File: src/rtl/fssu_pkg.sv
// Shared types, constants and the microprogram of the free slot set.
package fssu_pkg;

  localparam int SLOTS  = 64;
  localparam int DEPTH  = SLOTS + 1;
  localparam int SLOT_W = 6;
  localparam int PW     = 7;
  localparam int HI_W   = PW + 1;
  localparam int CNT_W  = 7;
  localparam int OP_W   = 2;
  localparam int ST_W   = 2;
  localparam int PC_W   = 4;

  localparam logic [OP_W-1:0] OP_PUT   = 2'd0;
  localparam logic [OP_W-1:0] OP_UNDO  = 2'd1;
  localparam logic [OP_W-1:0] OP_FIRST = 2'd2;
  localparam logic [OP_W-1:0] OP_NEXT  = 2'd3;

  localparam logic [ST_W-1:0] ST_OK    = 2'd0;
  localparam logic [ST_W-1:0] ST_FULL  = 2'd1;
  localparam logic [ST_W-1:0] ST_RANGE = 2'd2;
  localparam logic [ST_W-1:0] ST_EMPTY = 2'd3;

  // Microprogram step addresses.
  localparam logic [PC_W-1:0] PC_IDLE = 4'd0;
  localparam logic [PC_W-1:0] PC_PUT0 = 4'd1;
  localparam logic [PC_W-1:0] PC_SPL1 = 4'd2;
  localparam logic [PC_W-1:0] PC_SPL2 = 4'd3;
  localparam logic [PC_W-1:0] PC_UND0 = 4'd4;
  localparam logic [PC_W-1:0] PC_UND1 = 4'd5;
  localparam logic [PC_W-1:0] PC_FST0 = 4'd6;
  localparam logic [PC_W-1:0] PC_FST1 = 4'd7;
  localparam logic [PC_W-1:0] PC_NXT0 = 4'd8;
  localparam logic [PC_W-1:0] PC_NXT1 = 4'd9;

  // Forward table read address select.
  localparam logic [1:0] FRD_NONE = 2'd0;
  localparam logic [1:0] FRD_F1   = 2'd1;
  localparam logic [1:0] FRD_IDX  = 2'd2;
  localparam logic [1:0] FRD_HEAD = 2'd3;

  // Backward table read address select.
  localparam logic [1:0] BRD_NONE = 2'd0;
  localparam logic [1:0] BRD_F    = 2'd1;
  localparam logic [1:0] BRD_HI   = 2'd2;

  // Undo stack action.
  localparam logic [1:0] STK_NONE = 2'd0;
  localparam logic [1:0] STK_PUSH = 2'd1;
  localparam logic [1:0] STK_POP  = 2'd2;

  // Result unit operation.
  localparam logic [2:0] RES_KEEP     = 3'd0;
  localparam logic [2:0] RES_PUT      = 3'd1;
  localparam logic [2:0] RES_UNDO_CHK = 3'd2;
  localparam logic [2:0] RES_UNDO_F   = 3'd3;
  localparam logic [2:0] RES_FIRST    = 3'd4;
  localparam logic [2:0] RES_NEXT_CHK = 3'd5;
  localparam logic [2:0] RES_NEXT     = 3'd6;

  // Jump condition.
  localparam logic [1:0] CND_NEVER  = 2'd0;
  localparam logic [1:0] CND_ALWAYS = 2'd1;
  localparam logic [1:0] CND_QUIT   = 2'd2;

  typedef struct packed {
    logic [OP_W-1:0]   operation;
    logic [SLOT_W-1:0] field_index;
  } in_item_t;

  typedef struct packed {
    logic [PW-1:0]    field_out;
    logic [CNT_W-1:0] free_count;
    logic [ST_W-1:0]  status;
  } out_item_t;

  typedef struct packed {
    logic [1:0]      frd;
    logic [1:0]      brd;
    logic            lat;
    logic            wr;
    logic [1:0]      stk;
    logic            fsrc;
    logic [2:0]      res;
    logic [1:0]      cnd;
    logic [PC_W-1:0] tgt_t;
    logic [PC_W-1:0] tgt_f;
  } ctrl_t;

  typedef struct packed {
    logic accept;
    logic step_en;
    logic done;
  } seq_stat_t;

  typedef struct packed {
    logic          rd_en;
    logic [PW-1:0] rd_addr;
    logic          wr_en;
    logic [PW-1:0] wr_addr;
    logic [PW-1:0] wr_data;
  } tbl_req_t;

  // Control store. A step whose selected target is the idle address is the last one.
  function automatic ctrl_t ucode(input logic [PC_W-1:0] pc);
    ctrl_t c;
    c = '0;
    c.tgt_t = PC_IDLE;
    c.tgt_f = PC_IDLE;
    case (pc)
      PC_PUT0: begin
        c.frd = FRD_F1;
        c.brd = BRD_F;
        c.stk = STK_PUSH;
        c.res = RES_PUT;
        c.cnd = CND_QUIT;
        c.tgt_f = PC_SPL1;
      end
      PC_SPL1: begin
        c.frd = FRD_IDX;
        c.brd = BRD_HI;
        c.lat = 1'b1;
        c.tgt_f = PC_SPL2;
      end
      PC_SPL2: begin
        c.wr = 1'b1;
        c.cnd = CND_ALWAYS;
      end
      PC_UND0: begin
        c.stk = STK_POP;
        c.res = RES_UNDO_CHK;
        c.cnd = CND_QUIT;
        c.tgt_f = PC_UND1;
      end
      PC_UND1: begin
        c.fsrc = 1'b1;
        c.frd = FRD_F1;
        c.brd = BRD_F;
        c.res = RES_UNDO_F;
        c.cnd = CND_QUIT;
        c.tgt_f = PC_SPL1;
      end
      PC_FST0: begin
        c.frd = FRD_HEAD;
        c.tgt_f = PC_FST1;
      end
      PC_FST1: begin
        c.res = RES_FIRST;
        c.cnd = CND_ALWAYS;
      end
      PC_NXT0: begin
        c.frd = FRD_F1;
        c.res = RES_NEXT_CHK;
        c.cnd = CND_QUIT;
        c.tgt_f = PC_NXT1;
      end
      PC_NXT1: begin
        c.res = RES_NEXT;
        c.cnd = CND_ALWAYS;
      end
      default: begin
        c.cnd = CND_NEVER;
      end
    endcase
    return c;
  endfunction

  function automatic logic [PC_W-1:0] entry(input logic [OP_W-1:0] op);
    logic [PC_W-1:0] pc;
    case (op)
      OP_PUT:   pc = PC_PUT0;
      OP_UNDO:  pc = PC_UND0;
      OP_FIRST: pc = PC_FST0;
      OP_NEXT:  pc = PC_NXT0;
      default:  pc = PC_IDLE;
    endcase
    return pc;
  endfunction

endpackage

File: src/rtl/fssu_dist_mem.sv
// Distance table: registered-read memory whose unwritten entries read as one.
module fssu_dist_mem (
  input  logic                   clk,
  input  logic                   rst_n,
  input  fssu_pkg::tbl_req_t     req,
  output logic [fssu_pkg::PW-1:0] rd_data
);
  import fssu_pkg::*;

  logic [PW-1:0]    mem_r [0:DEPTH-1];
  logic [DEPTH-1:0] vld_r;
  logic [PW-1:0]    rd_data_r;
  logic             rd_vld_r;

  always_ff @(posedge clk) begin
    if (!rst_n) begin
      vld_r <= '0;
    end else if (req.wr_en) begin
      vld_r[req.wr_addr] <= 1'b1;
    end
  end

  always_ff @(posedge clk) begin
    if (req.wr_en) begin
      mem_r[req.wr_addr] <= req.wr_data;
    end
  end

  always_ff @(posedge clk) begin
    if (!rst_n) begin
      rd_vld_r <= 1'b0;
    end else if (req.rd_en) begin
      rd_vld_r <= vld_r[req.rd_addr];
    end
  end

  always_ff @(posedge clk) begin
    if (req.rd_en) begin
      rd_data_r <= mem_r[req.rd_addr];
    end
  end

  assign rd_data = rd_vld_r ? rd_data_r : PW'(1);

endmodule

File: src/rtl/fssu_seq.sv
// Microcode sequencer: step counter, control store lookup and conditional jumps.
module fssu_seq (
  input  logic                         clk,
  input  logic                         rst_n,
  input  logic                         in_valid,
  input  logic [fssu_pkg::OP_W-1:0]    op,
  input  logic                         quit,
  input  logic                         out_block,
  output logic                         in_stall,
  output fssu_pkg::ctrl_t              ctl,
  output fssu_pkg::seq_stat_t          sst
);
  import fssu_pkg::*;

  logic [PC_W-1:0] pc_r;
  logic [PC_W-1:0] pc_nxt;
  logic [PC_W-1:0] tgt;
  logic            taken;
  logic            busy;
  logic            last;
  logic            step_en;
  logic            done;
  logic            accept;

  assign ctl = ucode(pc_r);

  always_comb begin
    case (ctl.cnd)
      CND_ALWAYS: taken = 1'b1;
      CND_QUIT:   taken = quit;
      default:    taken = 1'b0;
    endcase
  end

  assign tgt     = taken ? ctl.tgt_t : ctl.tgt_f;
  assign busy    = (pc_r != PC_IDLE);
  assign last    = (tgt == PC_IDLE);
  // The last step loads the output register, so it waits while that register is held.
  assign step_en = busy && !(last && out_block);
  assign done    = step_en && last;
  assign in_stall = busy && !done;
  assign accept  = in_valid && !in_stall;

  always_comb begin
    if (accept) begin
      pc_nxt = entry(op);
    end else if (step_en) begin
      pc_nxt = tgt;
    end else begin
      pc_nxt = pc_r;
    end
  end

  always_ff @(posedge clk) begin
    if (!rst_n) begin
      pc_r <= PC_IDLE;
    end else begin
      pc_r <= pc_nxt;
    end
  end

  assign sst.accept  = accept;
  assign sst.step_en = step_en;
  assign sst.done    = done;

endmodule

File: src/rtl/free_slot_set_with_undo.sv
// Free slot set with undo: the free slots form a chain of forward and backward skip
// distances kept in two 65-entry tables; a take splices a slot out and pushes it on an
// undo stack, an undo pops and splices it back, and two queries walk the chain. A
// microprogram sequences the work, at most one read per table per step, with
// registered read data: a take runs the put and splice steps, an undo a pop and a
// reinsert step before those, a query a read and a result step, and errors end after
// the first step. A new item is taken in the last step of the current one; the result
// sits in an output register until taken, and while it is held the last step of the
// next item waits. The tables are ready after reset, as unwritten entries read as one.
module free_slot_set_with_undo (
  input  logic                  clk,
  input  logic                  rst_n,
  input  logic                  in_valid,
  output logic                  in_stall,
  input  fssu_pkg::in_item_t    in_data,
  output logic                  out_valid,
  input  logic                  out_stall,
  output fssu_pkg::out_item_t   out_data
);
  import fssu_pkg::*;

  ctrl_t      ctl;
  seq_stat_t  sst;
  tbl_req_t   fwd_req;
  tbl_req_t   bwd_req;
  logic [PW-1:0] fwd_rd;
  logic [PW-1:0] bwd_rd;

  logic [OP_W-1:0]   op_r;
  logic [SLOT_W-1:0] f_r;
  logic [PW-1:0]     p_r;
  logic [PW-1:0]     n_r;
  logic [PW-1:0]     i_r;
  logic [PW-1:0]     hi_r;
  logic              lo_ok_r;
  logic              hi_ok_r;
  logic [CNT_W-1:0]  cnt_r;
  logic [CNT_W-1:0]  cnt_nxt;
  logic [PW-1:0]     res_r;
  logic [PW-1:0]     res_nxt;
  logic [ST_W-1:0]   st_r;
  logic [ST_W-1:0]   st_nxt;
  logic              quit;
  logic              out_valid_r;
  out_item_t         out_data_r;

  logic [SLOT_W-1:0] stk_mem_r [0:SLOTS-1];
  logic [SLOT_W-1:0] stk_rd_r;
  logic [CNT_W-1:0]  cnt_m1;
  logic              push_en;
  logic              pop_en;

  logic [SLOT_W-1:0] f_src;
  logic [PW-1:0]     f_pos;
  logic [PW-1:0]     f1_pos;
  logic              lo_ok;
  logic [PW-1:0]     i_val;
  logic [HI_W-1:0]   hi_sum;
  logic              hi_ok;
  logic              room;
  logic              f_oor;
  logic              add;

  fssu_seq u_seq (
    .clk       (clk),
    .rst_n     (rst_n),
    .in_valid  (in_valid),
    .op        (in_data.operation),
    .quit      (quit),
    .out_block (out_valid_r && out_stall),
    .in_stall  (in_stall),
    .ctl       (ctl),
    .sst       (sst)
  );

  fssu_dist_mem u_fwd (
    .clk     (clk),
    .rst_n   (rst_n),
    .req     (fwd_req),
    .rd_data (fwd_rd)
  );

  fssu_dist_mem u_bwd (
    .clk     (clk),
    .rst_n   (rst_n),
    .req     (bwd_req),
    .rd_data (bwd_rd)
  );

  // Slot s sits at table position s + 1; position 0 is the head.
  assign f_src  = ctl.fsrc ? stk_rd_r : f_r;
  assign f_pos  = PW'(f_src);
  assign f1_pos = f_pos + PW'(1);
  assign lo_ok  = (f1_pos >= bwd_rd);
  assign i_val  = f1_pos - bwd_rd;
  assign hi_sum = HI_W'(f_pos) + HI_W'(fwd_rd);
  assign hi_ok  = (hi_sum <= HI_W'(SLOTS));
  assign room   = (cnt_r < CNT_W'(SLOTS));
  assign f_oor  = (f_pos >= PW'(SLOTS));
  assign add    = (op_r == OP_PUT);
  assign cnt_m1 = cnt_r - CNT_W'(1);

  always_comb begin
    fwd_req.rd_en = sst.step_en && (ctl.frd != FRD_NONE);
    case (ctl.frd)
      FRD_F1:  fwd_req.rd_addr = f1_pos;
      FRD_IDX: fwd_req.rd_addr = lo_ok ? i_val : '0;
      default: fwd_req.rd_addr = '0;
    endcase
    fwd_req.wr_en   = sst.step_en && ctl.wr && lo_ok_r;
    fwd_req.wr_addr = i_r;
    fwd_req.wr_data = add ? fwd_rd + n_r : fwd_rd - n_r;
  end

  always_comb begin
    bwd_req.rd_en = sst.step_en && (ctl.brd != BRD_NONE);
    case (ctl.brd)
      BRD_F:   bwd_req.rd_addr = f_pos;
      BRD_HI:  bwd_req.rd_addr = hi_ok ? hi_sum[PW-1:0] : '0;
      default: bwd_req.rd_addr = '0;
    endcase
    bwd_req.wr_en   = sst.step_en && ctl.wr && hi_ok_r;
    bwd_req.wr_addr = hi_r;
    bwd_req.wr_data = add ? bwd_rd + p_r : bwd_rd - p_r;
  end

  // Result unit. Quit marks an operation that ends here, with or without an error.
  always_comb begin
    res_nxt = res_r;
    st_nxt  = st_r;
    quit    = 1'b0;
    case (ctl.res)
      RES_PUT: begin
        res_nxt = PW'(SLOTS);
        quit    = 1'b1;
        if (!room) begin
          st_nxt = ST_FULL;
        end else if (f_oor) begin
          st_nxt = ST_RANGE;
        end else begin
          res_nxt = f_pos;
          st_nxt  = ST_OK;
          quit    = 1'b0;
        end
      end
      RES_UNDO_CHK: begin
        st_nxt = ST_OK;
        if (cnt_r == '0) begin
          res_nxt = PW'(SLOTS);
          st_nxt  = ST_EMPTY;
          quit    = 1'b1;
        end
      end
      RES_UNDO_F: begin
        res_nxt = f_pos;
        st_nxt  = ST_OK;
        quit    = f_oor;
      end
      RES_FIRST: begin
        st_nxt = ST_OK;
        if ((fwd_rd != '0) && ((fwd_rd - PW'(1)) <= PW'(SLOTS))) begin
          res_nxt = fwd_rd - PW'(1);
        end else begin
          res_nxt = PW'(SLOTS);
        end
      end
      RES_NEXT_CHK: begin
        res_nxt = PW'(SLOTS);
        st_nxt  = ST_OK;
        if (f_oor) begin
          st_nxt = ST_RANGE;
          quit   = 1'b1;
        end
      end
      RES_NEXT: begin
        st_nxt = ST_OK;
        if (hi_sum > HI_W'(SLOTS)) begin
          res_nxt = PW'(SLOTS);
        end else begin
          res_nxt = hi_sum[PW-1:0];
        end
      end
      default: begin
        quit = 1'b0;
      end
    endcase
  end

  assign push_en = sst.step_en && (ctl.stk == STK_PUSH) && room && !f_oor;
  assign pop_en  = sst.step_en && (ctl.stk == STK_POP) && (cnt_r != '0);

  always_comb begin
    if (push_en) begin
      cnt_nxt = cnt_r + CNT_W'(1);
    end else if (pop_en) begin
      cnt_nxt = cnt_m1;
    end else begin
      cnt_nxt = cnt_r;
    end
  end

  always_ff @(posedge clk) begin
    if (push_en) begin
      stk_mem_r[cnt_r[SLOT_W-1:0]] <= f_src;
    end
    if (pop_en) begin
      stk_rd_r <= stk_mem_r[cnt_m1[SLOT_W-1:0]];
    end
  end

  always_ff @(posedge clk) begin
    if (!rst_n) begin
      cnt_r <= '0;
    end else begin
      cnt_r <= cnt_nxt;
    end
  end

  always_ff @(posedge clk) begin
    if (sst.accept) begin
      op_r <= in_data.operation;
      f_r  <= in_data.field_index;
    end else if (sst.step_en && ctl.fsrc) begin
      f_r <= stk_rd_r;
    end
    if (sst.step_en && ctl.lat) begin
      p_r     <= bwd_rd;
      n_r     <= fwd_rd;
      i_r     <= i_val;
      hi_r    <= hi_sum[PW-1:0];
      lo_ok_r <= lo_ok;
      hi_ok_r <= hi_ok;
    end
    if (sst.step_en) begin
      res_r <= res_nxt;
      st_r  <= st_nxt;
    end
  end

  always_ff @(posedge clk) begin
    if (!rst_n) begin
      out_valid_r <= 1'b0;
    end else if (sst.done) begin
      out_valid_r <= 1'b1;
    end else if (!out_stall) begin
      out_valid_r <= 1'b0;
    end
  end

  always_ff @(posedge clk) begin
    if (sst.done) begin
      out_data_r.field_out  <= res_nxt;
      out_data_r.free_count <= CNT_W'(SLOTS) - cnt_nxt;
      out_data_r.status     <= st_nxt;
    end
  end

  assign out_valid = out_valid_r;
  assign out_data  = out_data_r;

  // A new result appears only from the last step of an operation.
  a_out_from_done: assert property (@(posedge clk) disable iff (!rst_n)
    $rose(out_valid_r) |-> $past(sst.done))
    else $error("result raised without a finishing step");

  // After a transfer in, the block is busy for at least one step.
  a_busy_after_accept: assert property (@(posedge clk) disable iff (!rst_n)
    sst.accept |=> in_stall || sst.done)
    else $error("input taken again without a step in between");

  // The take count moves only while a step runs.
  a_cnt_quiet: assert property (@(posedge clk) disable iff (!rst_n)
    !sst.step_en |=> $stable(cnt_r))
    else $error("take count changed outside a step");

  // The reported free count never exceeds the slot count.
  a_free_range: assert property (@(posedge clk) disable iff (!rst_n)
    out_valid_r |-> (out_data_r.free_count <= CNT_W'(SLOTS)))
    else $error("free count out of range");

endmodule
File: config.mk
export PLATFORM = sky130hd
export DESIGN_NAME = free_slot_set_with_undo
export DESIGN_NICKNAME = d
export VERILOG_FILES = /design/src/rtl/fssu_pkg.sv /design/src/rtl/fssu_dist_mem.sv /design/src/rtl/fssu_seq.sv /design/src/rtl/free_slot_set_with_undo.sv
export SDC_FILE = /design/constraint.sdc
export NUM_CORES = 2
export LEC_CHECK = 0
export ABC_AREA = 1
export BUFFER_PORTS_ARGS = -buffer_cell sky130_fd_sc_hd__buf_2
export CAP_MARGIN = 5
export CORE_MARGIN = 2
export CORE_UTILIZATION = 24
export DETAILED_ROUTE_END_ITERATION = 16
export GPL_TIMING_DRIVEN = 0
export PLACE_DENSITY = 0.49
export SYNTH_ARGS = -nofsm -noshare
export SYNTH_HDL_FRONTEND = slang
export SYNTH_SLANG_ARGS = --single-unit
File: constraint.sdc
create_clock -name clk -period 10.6 [get_ports clk]
set_clock_uncertainty 0.2 [all_clocks]
set_input_delay 2.12 -clock clk [delete_from_list [all_inputs] [get_ports clk]]
set_output_delay 2.12 -clock clk [all_outputs]
set_load 0.05 [all_outputs]
After elaboration in Yosys (flattened, before gate mapping) --
Memory sizes are Yosys's and may differ from the RTL's. A register that Yosys moved wholly into a read port is not among the register bits. Cells that the tools add are included.
Operators by class: $mul 0, bitwise operators 2, $add $sub $neg 11, equal/unequal tests 27, shifts and indexed selects 0, reduce and logical (&&, ||, !) cells 41, mux-type cells 57, magnitude comparators 12, divide/modulo/power cells 0
Operator list (number):
- 65-bit bitwise OR | 2
- 7-bit two-way mux | 13
- 7-bit one-hot mux with 6 select lines | 1
- 7-bit by 8-bit < comparator with 1-bit output (second input constant) | 4
- 7-bit one-hot mux with 2 select lines | 2
- 1-bit logical AND | 21
- 7-bit subtractor | 3
- 4-bit one-hot mux with 5 select lines | 1
- 1-bit two-way mux | 18
- 6-bit two-way mux | 3
- 3-bit one-hot mux with 6 select lines | 1
- 4-bit by 3-bit equality test with 1-bit output (second input constant) | 4
- 4-bit one-hot mux with 4 select lines | 1
- 7-bit adder | 2
- 1-bit binary-select mux with 7-bit select | 2
- 1-bit demux with 7-bit select | 2
- 7-bit by 1-bit >= comparator with 1-bit output (second input constant) | 2
- 7-bit nonzero test | 2
- 7-bit by 1-bit subtractor with 7-bit output (second input constant) | 2
- 2-bit equality test (second input constant) | 6
- 4-bit two-way mux | 3
- 2-bit one-hot mux with 2 select lines | 3
- 2-bit by 1-bit equality test with 1-bit output (second input constant) | 5
- 3-bit equality test (second input constant) | 3
- other kinds (30) | 44
Storage, ports and cells: memory bits (read-only) 0, word-level logic and storage cells 173, RAM bits 1294, memories kept 3, output and inout bits 18, input bits 12, bits in latches 0, register bits after elaboration 207
Memory list:
- u_bwd.mem_r | depth 65, width 7, read ports 1, clocked after Yosys merged registers in 1, write ports 1, line fssu_dist_mem.sv:10 | logic [PW-1:0] mem_r [0:DEPTH-1];
- u_fwd.mem_r | depth 65, width 7, read ports 1, clocked after Yosys merged registers in 1, write ports 1, line fssu_dist_mem.sv:10
- stk_mem_r | depth 64, width 6, read ports 1, clocked after Yosys merged registers in 1, write ports 1, line free_slot_set_with_undo.sv:47 | logic [SLOT_W-1:0] stk_mem_r [0:SLOTS-1];

Depth between registers and ports, before layout --
depth in word-level cells 19, depth in mapped cells 35, gate-level depth less buffers 33

Hierarchy --
Synthesis repeated with hierarchy kept, for this count alone.
Unflattened totals: cells, all modules 5791, area total of the unflattened synthesis 64274.1 um2
Modules (own cells, without submodules):
- fssu_dist_mem | cells an instance 1907, times used 2, sequential area each 15194.6 um2, area each 21331.7 um2
- free_slot_set_with_undo | cells an instance 1877, times used 1, sequential area each 13763.2 um2, area each 21026.4 um2
- fssu_seq | cells an instance 100, times used 1, sequential area each 80.1 um2, area each 584.3 um2

Worst setup path after synthesis --
OpenSTA, ideal clock, no wires.
path type register to register, start point register u_seq.pc_r[3], end point register u_fwd.rd_data_r[4] (read register of u_fwd.mem_r), data pin, setup slack 5055 ps, stages on the path, launching flop included 28, required time 10147 ps, period minus slack after synthesis 5545 ps, buffers on the path 3, arrival 5092 ps, setup time 253 ps, cell sequence dfxtp_1 -> inv_2 -> nand2_2 -> nor2_4 -> buf_6 -> o21ai_1 -> inv_1 -> xor2_1 -> inv_1 -> ha_1 -> nand2_1 -> inv_1 -> a211oi_1 -> nand3_2 -> nand3_1 -> nand2_1 -> nand2_2 -> inv_2 -> buf_2 -> buf_2 -> nor2_1 -> nor2_1 -> o21ai_0 -> a21oi_1 -> o21ai_0 -> nand3b_1 -> nand3_1 -> nand2_1
Between the ends: elaborated cells on any way between the ends 45, those cells by class add/sub: 2; order compare: 2; eq/ne: 17; mux: 13; reduce/logical: 11
RTL lines:
- start: declaration | line fssu_seq.sv:15 | logic [PC_W-1:0] pc_r;
- start signal: assignment | line fssu_seq.sv:58 | pc_r <= pc_nxt;
- 4-bit by 3-bit equality test with 1-bit output | line fssu_pkg.sv:110 | case (pc)
- 1-bit two-way mux | line fssu_pkg.sv:110
- 6-bit two-way mux | line free_slot_set_with_undo.sv:91 | assign f_src = ctl.fsrc ? stk_rd_r : f_r;
- via f_src[5] | line free_slot_set_with_undo.sv:53 | logic [SLOT_W-1:0] f_src;
- 6-bit by 1-bit adder with 7-bit output | line free_slot_set_with_undo.sv:93 | assign f1_pos = f_pos + PW'(1);
- 7-bit >= comparator | line free_slot_set_with_undo.sv:94 | assign lo_ok = (f1_pos >= bwd_rd);
- via lo_ok | line free_slot_set_with_undo.sv:56 | logic lo_ok;
- 7-bit two-way mux | line free_slot_set_with_undo.sv:107 | FRD_IDX: fwd_req.rd_addr = lo_ok ? i_val : '0;
- 7-bit one-hot mux with 2 select lines | line free_slot_set_with_undo.sv:105 | case (ctl.frd)
- end: declaration | line fssu_dist_mem.sv:12 | logic [PW-1:0] rd_data_r;
The timed path passes the listed nets, and every way through them passes these cells. A chain may end at the register's enable or synchronous reset.

Final worst setup path --
start point register cnt_r[0], end point output port in_stall
Between the ends: longest elaborated chain between the ends 12, elaborated cells on any way between the ends 14, those cells by class order compare: 1; mux: 5; reduce/logical: 8
Ends and longest elaborated chain:
- start: declaration | line free_slot_set_with_undo.sv:37 | logic [CNT_W-1:0] cnt_r;
- start signal: assignment | line free_slot_set_with_undo.sv:215 | cnt_r <= cnt_nxt;
- 7-bit < comparator or 7-bit logical NOT (tied branches) | line free_slot_set_with_undo.sv:98, free_slot_set_with_undo.sv:148
- 1-bit two-way mux (on tied branches) | line free_slot_set_with_undo.sv:136, free_slot_set_with_undo.sv:148
- 1-bit one-hot mux with 4 select lines (*) | line free_slot_set_with_undo.sv:132 | case (ctl.res)
- 1-bit one-hot mux with 2 select lines (*) | line fssu_seq.sv:28 | case (ctl.cnd)
- 4-bit two-way mux (*) | line fssu_seq.sv:35 | assign tgt = taken ? ctl.tgt_t : ctl.tgt_f;
- 4-bit logical NOT (*) | line fssu_seq.sv:37 | assign last = (tgt == PC_IDLE);
- 1-bit logical AND | line fssu_seq.sv:39 | assign step_en = busy && !(last && out_block);
- 1-bit logical NOT | line fssu_seq.sv:39
- 1-bit logical AND | line fssu_seq.sv:39
- 1-bit logical AND (*) | line fssu_seq.sv:40 | assign done = step_en && last;
- 1-bit logical NOT (*) | line fssu_seq.sv:41 | assign in_stall = busy && !done;
- 1-bit logical AND (*) | line fssu_seq.sv:41
- end: declaration | line free_slot_set_with_undo.sv:14 | output logic in_stall,
Mark *: on every way between the ends. The rest lies on a longest branch, timed or not.

==> results.ini <==
[run_status]
status=completed

[place]
postPlaceCellArea_um2=69700
place.gp.congestion=0.943
io_buffers=28
hpwl_um=158000

[floorplanning]
ios=30
rows=189
core_um2=266000
die_w_um=521
die_area_um2=271000
initial_core_util=0.241
die_h_um=521

[sta]
period_minus_slack_ns=7.94
finalSetupViolCount=0
rsz0062_at_grt=no
relSlewSlack=0.129
max_freq_mhz=126
finalCritPeriodShare=0.749
finalHoldViolCount=0
slew_viol_final=0
worstMarginPinSlew_ns=1.30

[clock_network]
cts_sinks=1521
numCtsBuffers=169
clock_path_buffers=3
root_buffer=clkbuf_16
post_cts_resized=0
cts_htree_levels=4
cts_post_setup_buffers_inserted=0
cts_hold_buf=0
cts_tree=done
clock_latency_ns=0.83
path_clk_slew_ns=0.06

[global_routing]
antenna_found_initial=8
grt-ovfl-total=0
grt_pass1_vias=43500
grt_usage=0.164
grt_max_degree=66
grt_pass1_wl_um=322000

[synthesis]
synthDistinctLibCells=65
synth_edf_count=1377
yosysTopAreaCell=edfxtp_1
synthFlopType=edfxtp_1
ys_seq_area_frac=0.690
synth_area_leaders=edfxtp_1 (64%), nand2_1 (5.8%), dfxtp_1 (4.5%)
yosys_warnings=0
yosys.area.top_type_share=0.645
synth.most_common_cell=edfxtp_1
async_flop_share=0
synth_area_um2=64100
syn_area_per_cell_um2=11.6
synth_top_cells_by_count=edfxtp_1 (1377), nand2_1 (990), nor2_1 (710)
ys_ff_latch=1521
netlist_instances=5536
synth.net_count=5597

[setup_path]
cp-end-kind=output port
crit_start=cnt_r[0]
cp_max_fo=12
ff2ff_path_depth=26
startpoint_type=flip-flop
rr_startpoint=u_seq.pc_r[3]
critPathArrivalTime_ns=5.62
crit_type=flip-flop to output port
cp.required_ns=8.28
timing.rr.end=u_fwd.rd_data_r[1]
cp-endpoint=in_stall
r2r_slack_ns=4.08

[power]
p_leak_nw=25.6
peakVddDrop_mv=0.207
p_per_area_nw_per_um2=305

[final_layout]
drive_gt1_frac=0.0995
multi_input_area_um2=17500
seq_area_um2=44200
design_area_um2=75400
syn_to_final_growth_pct=17.5
fill_cells=27300
finalNetCount=5840
post-route-util=0.284

[detailed_routing]
wl_um=230000
first_iter_violations=5509
drtAntennaViolNets=0
viasPerCell=4.82
vias=45600
wl_per_cell_um=24.3
drc=0
drt-pass1-iter-count=7

[run]
drv_cap=0

[worst_hold_path]
hold_class=flip-flop to flip-flop

[metal layers]
layer | part of all wire | GRT usage | routed length (µm) | vias up
li1 | - | - | - | 20200
met1 | 0.41 | 0.215 | 95100 | 22800
met2 | 0.46 | 0.264 | 106000 | 2106
met3 | 0.079 | 0.0299 | 18200 | 455
met4 | 0.045 | 0.0743 | 10200 | 6
met5 | 0.00018 | 0 | 42 | -
[critical path, stage by stage, from the launching register on]
cell and delay (ns):
dfxtp_1 0.31, clkbuf_1 0.32, inv_2 0.24, clkbuf_1 0.50
clkbuf_1 0.65, ha_1 0.31, nand4_1 0.24, nor2_1 0.19
nor2_2 0.09, o21bai_2 0.13, nand2_2 0.11, o21ai_2 0.10
nand2_2 0.14, nand2_4 0.17, inv_2 0.17, nand2_1 0.30
nand2_1 0.43, inv_1 0.13, buf_2 0.27
[power breakdown]
group          internal [mW]  switching [mW]
clock network           3.41            2.55
logic                   2.12            6.67
registers               8.19          0.0609
total                   13.7            9.27
[placed cells by master, fill, tap and decap left out, types with 19 or more instances in the layout]
cell,netlist,layout
edfxtp_1,1377,1377
nand2_1,990,990
nor2_1,710,709
nand3_1,487,487
o21ai_0,325,325
inv_1,267,266
clkbuf_1,132,182
clkbuf_16,0,174
buf_2,121,149
dfxtp_1,144,144
o21a_1,131,131
o211ai_1,97,97
a21oi_1,95,95
o22ai_1,77,77
o21ai_1,63,62
o32ai_1,57,57
o221ai_1,49,49
ha_1,45,43
nand3b_1,41,41
mux2i_1,40,40
nor3_1,33,33
clkinv_2,0,26
inv_2,23,24
nand4_1,23,23
xor2_1,29,23
buf_12,0,23
or2_2,20,20
buf_6,15,19
clkinv_1,4,19
[registers in the layout (all words and copies together) (netlist names), 6 cells and up]
name             flops
u_fwd.mem_r        455
cnt_r                7
p_r                  7
u_fwd.vld_r         65
u_bwd.vld_r         65
u_fwd.rd_data_r      7
hi_r                 7
out_data            16
u_bwd.mem_r        455
stk_rd_r             6
res_r                7
u_bwd.rd_data_r      7
i_r                  7
n_r                  7
stk_mem_r          384
f_r                  6
[metrics by stage]
step	setup TNS [ns]	cells	power, mW	hold slack, ns	setup slack (ns)
floorplan	0	5536	12.7	0.232	5.05
global placement	-1.43	9097	16.6	0.237	-0.423
detailed placement	0	9141	17.0	0.244	3.55
CTS	0	9452	23.0	0.258	2.63
global route	0	9466	23.8	0.273	2.44
finish	0	9468	23.0	0.260	2.66
[logic make-up after synthesis]
| family | after synthesis | share of synthesized area |
|---|---|---|
| mux | 40 | 0.00624 |
| flops | 1521 | 0.690 |
| simple gates | 2352 | 0.156 |
| fa+ha+maj | 49 | 0.0100 |
| buf+inv | 598 | 0.0403 |
| compound gates | 937 | 0.0920 |
| xor+xnor | 39 | 0.00544 |
[how the worst min path moves through the flow]
| stage | depth (start not counted) | startpoint | endpoint |
|---|---|---|---|
| floorplan | 1 | u_bwd.vld_r[10] | u_bwd.vld_r[10] |
| global placement | 1 | u_bwd.vld_r[10] | u_bwd.vld_r[10] |
| detailed placement | 1 | u_fwd.vld_r[33] | u_fwd.vld_r[33] |
| CTS | 1 | u_bwd.vld_r[50] | u_bwd.vld_r[50] |
| global route | 1 | u_bwd.vld_r[50] | u_bwd.vld_r[50] |
| finish | 1 | u_fwd.vld_r[29] | u_fwd.vld_r[29] |
[area by class of cell]
class	instances	share of cell area
Tap cell	3533	0.0587
Buffer	301	0.0194
Sequential cell	1521	0.587
Antenna cell	16	0.000531
Clock buffer	234	0.0621
Inverter	297	0.0149
Timing Repair Buffer	72	0.0127
Clock inverter	77	0.0122
Multi-Input combinational cell	3417	0.232
Power figures use the tool's default switching activity.
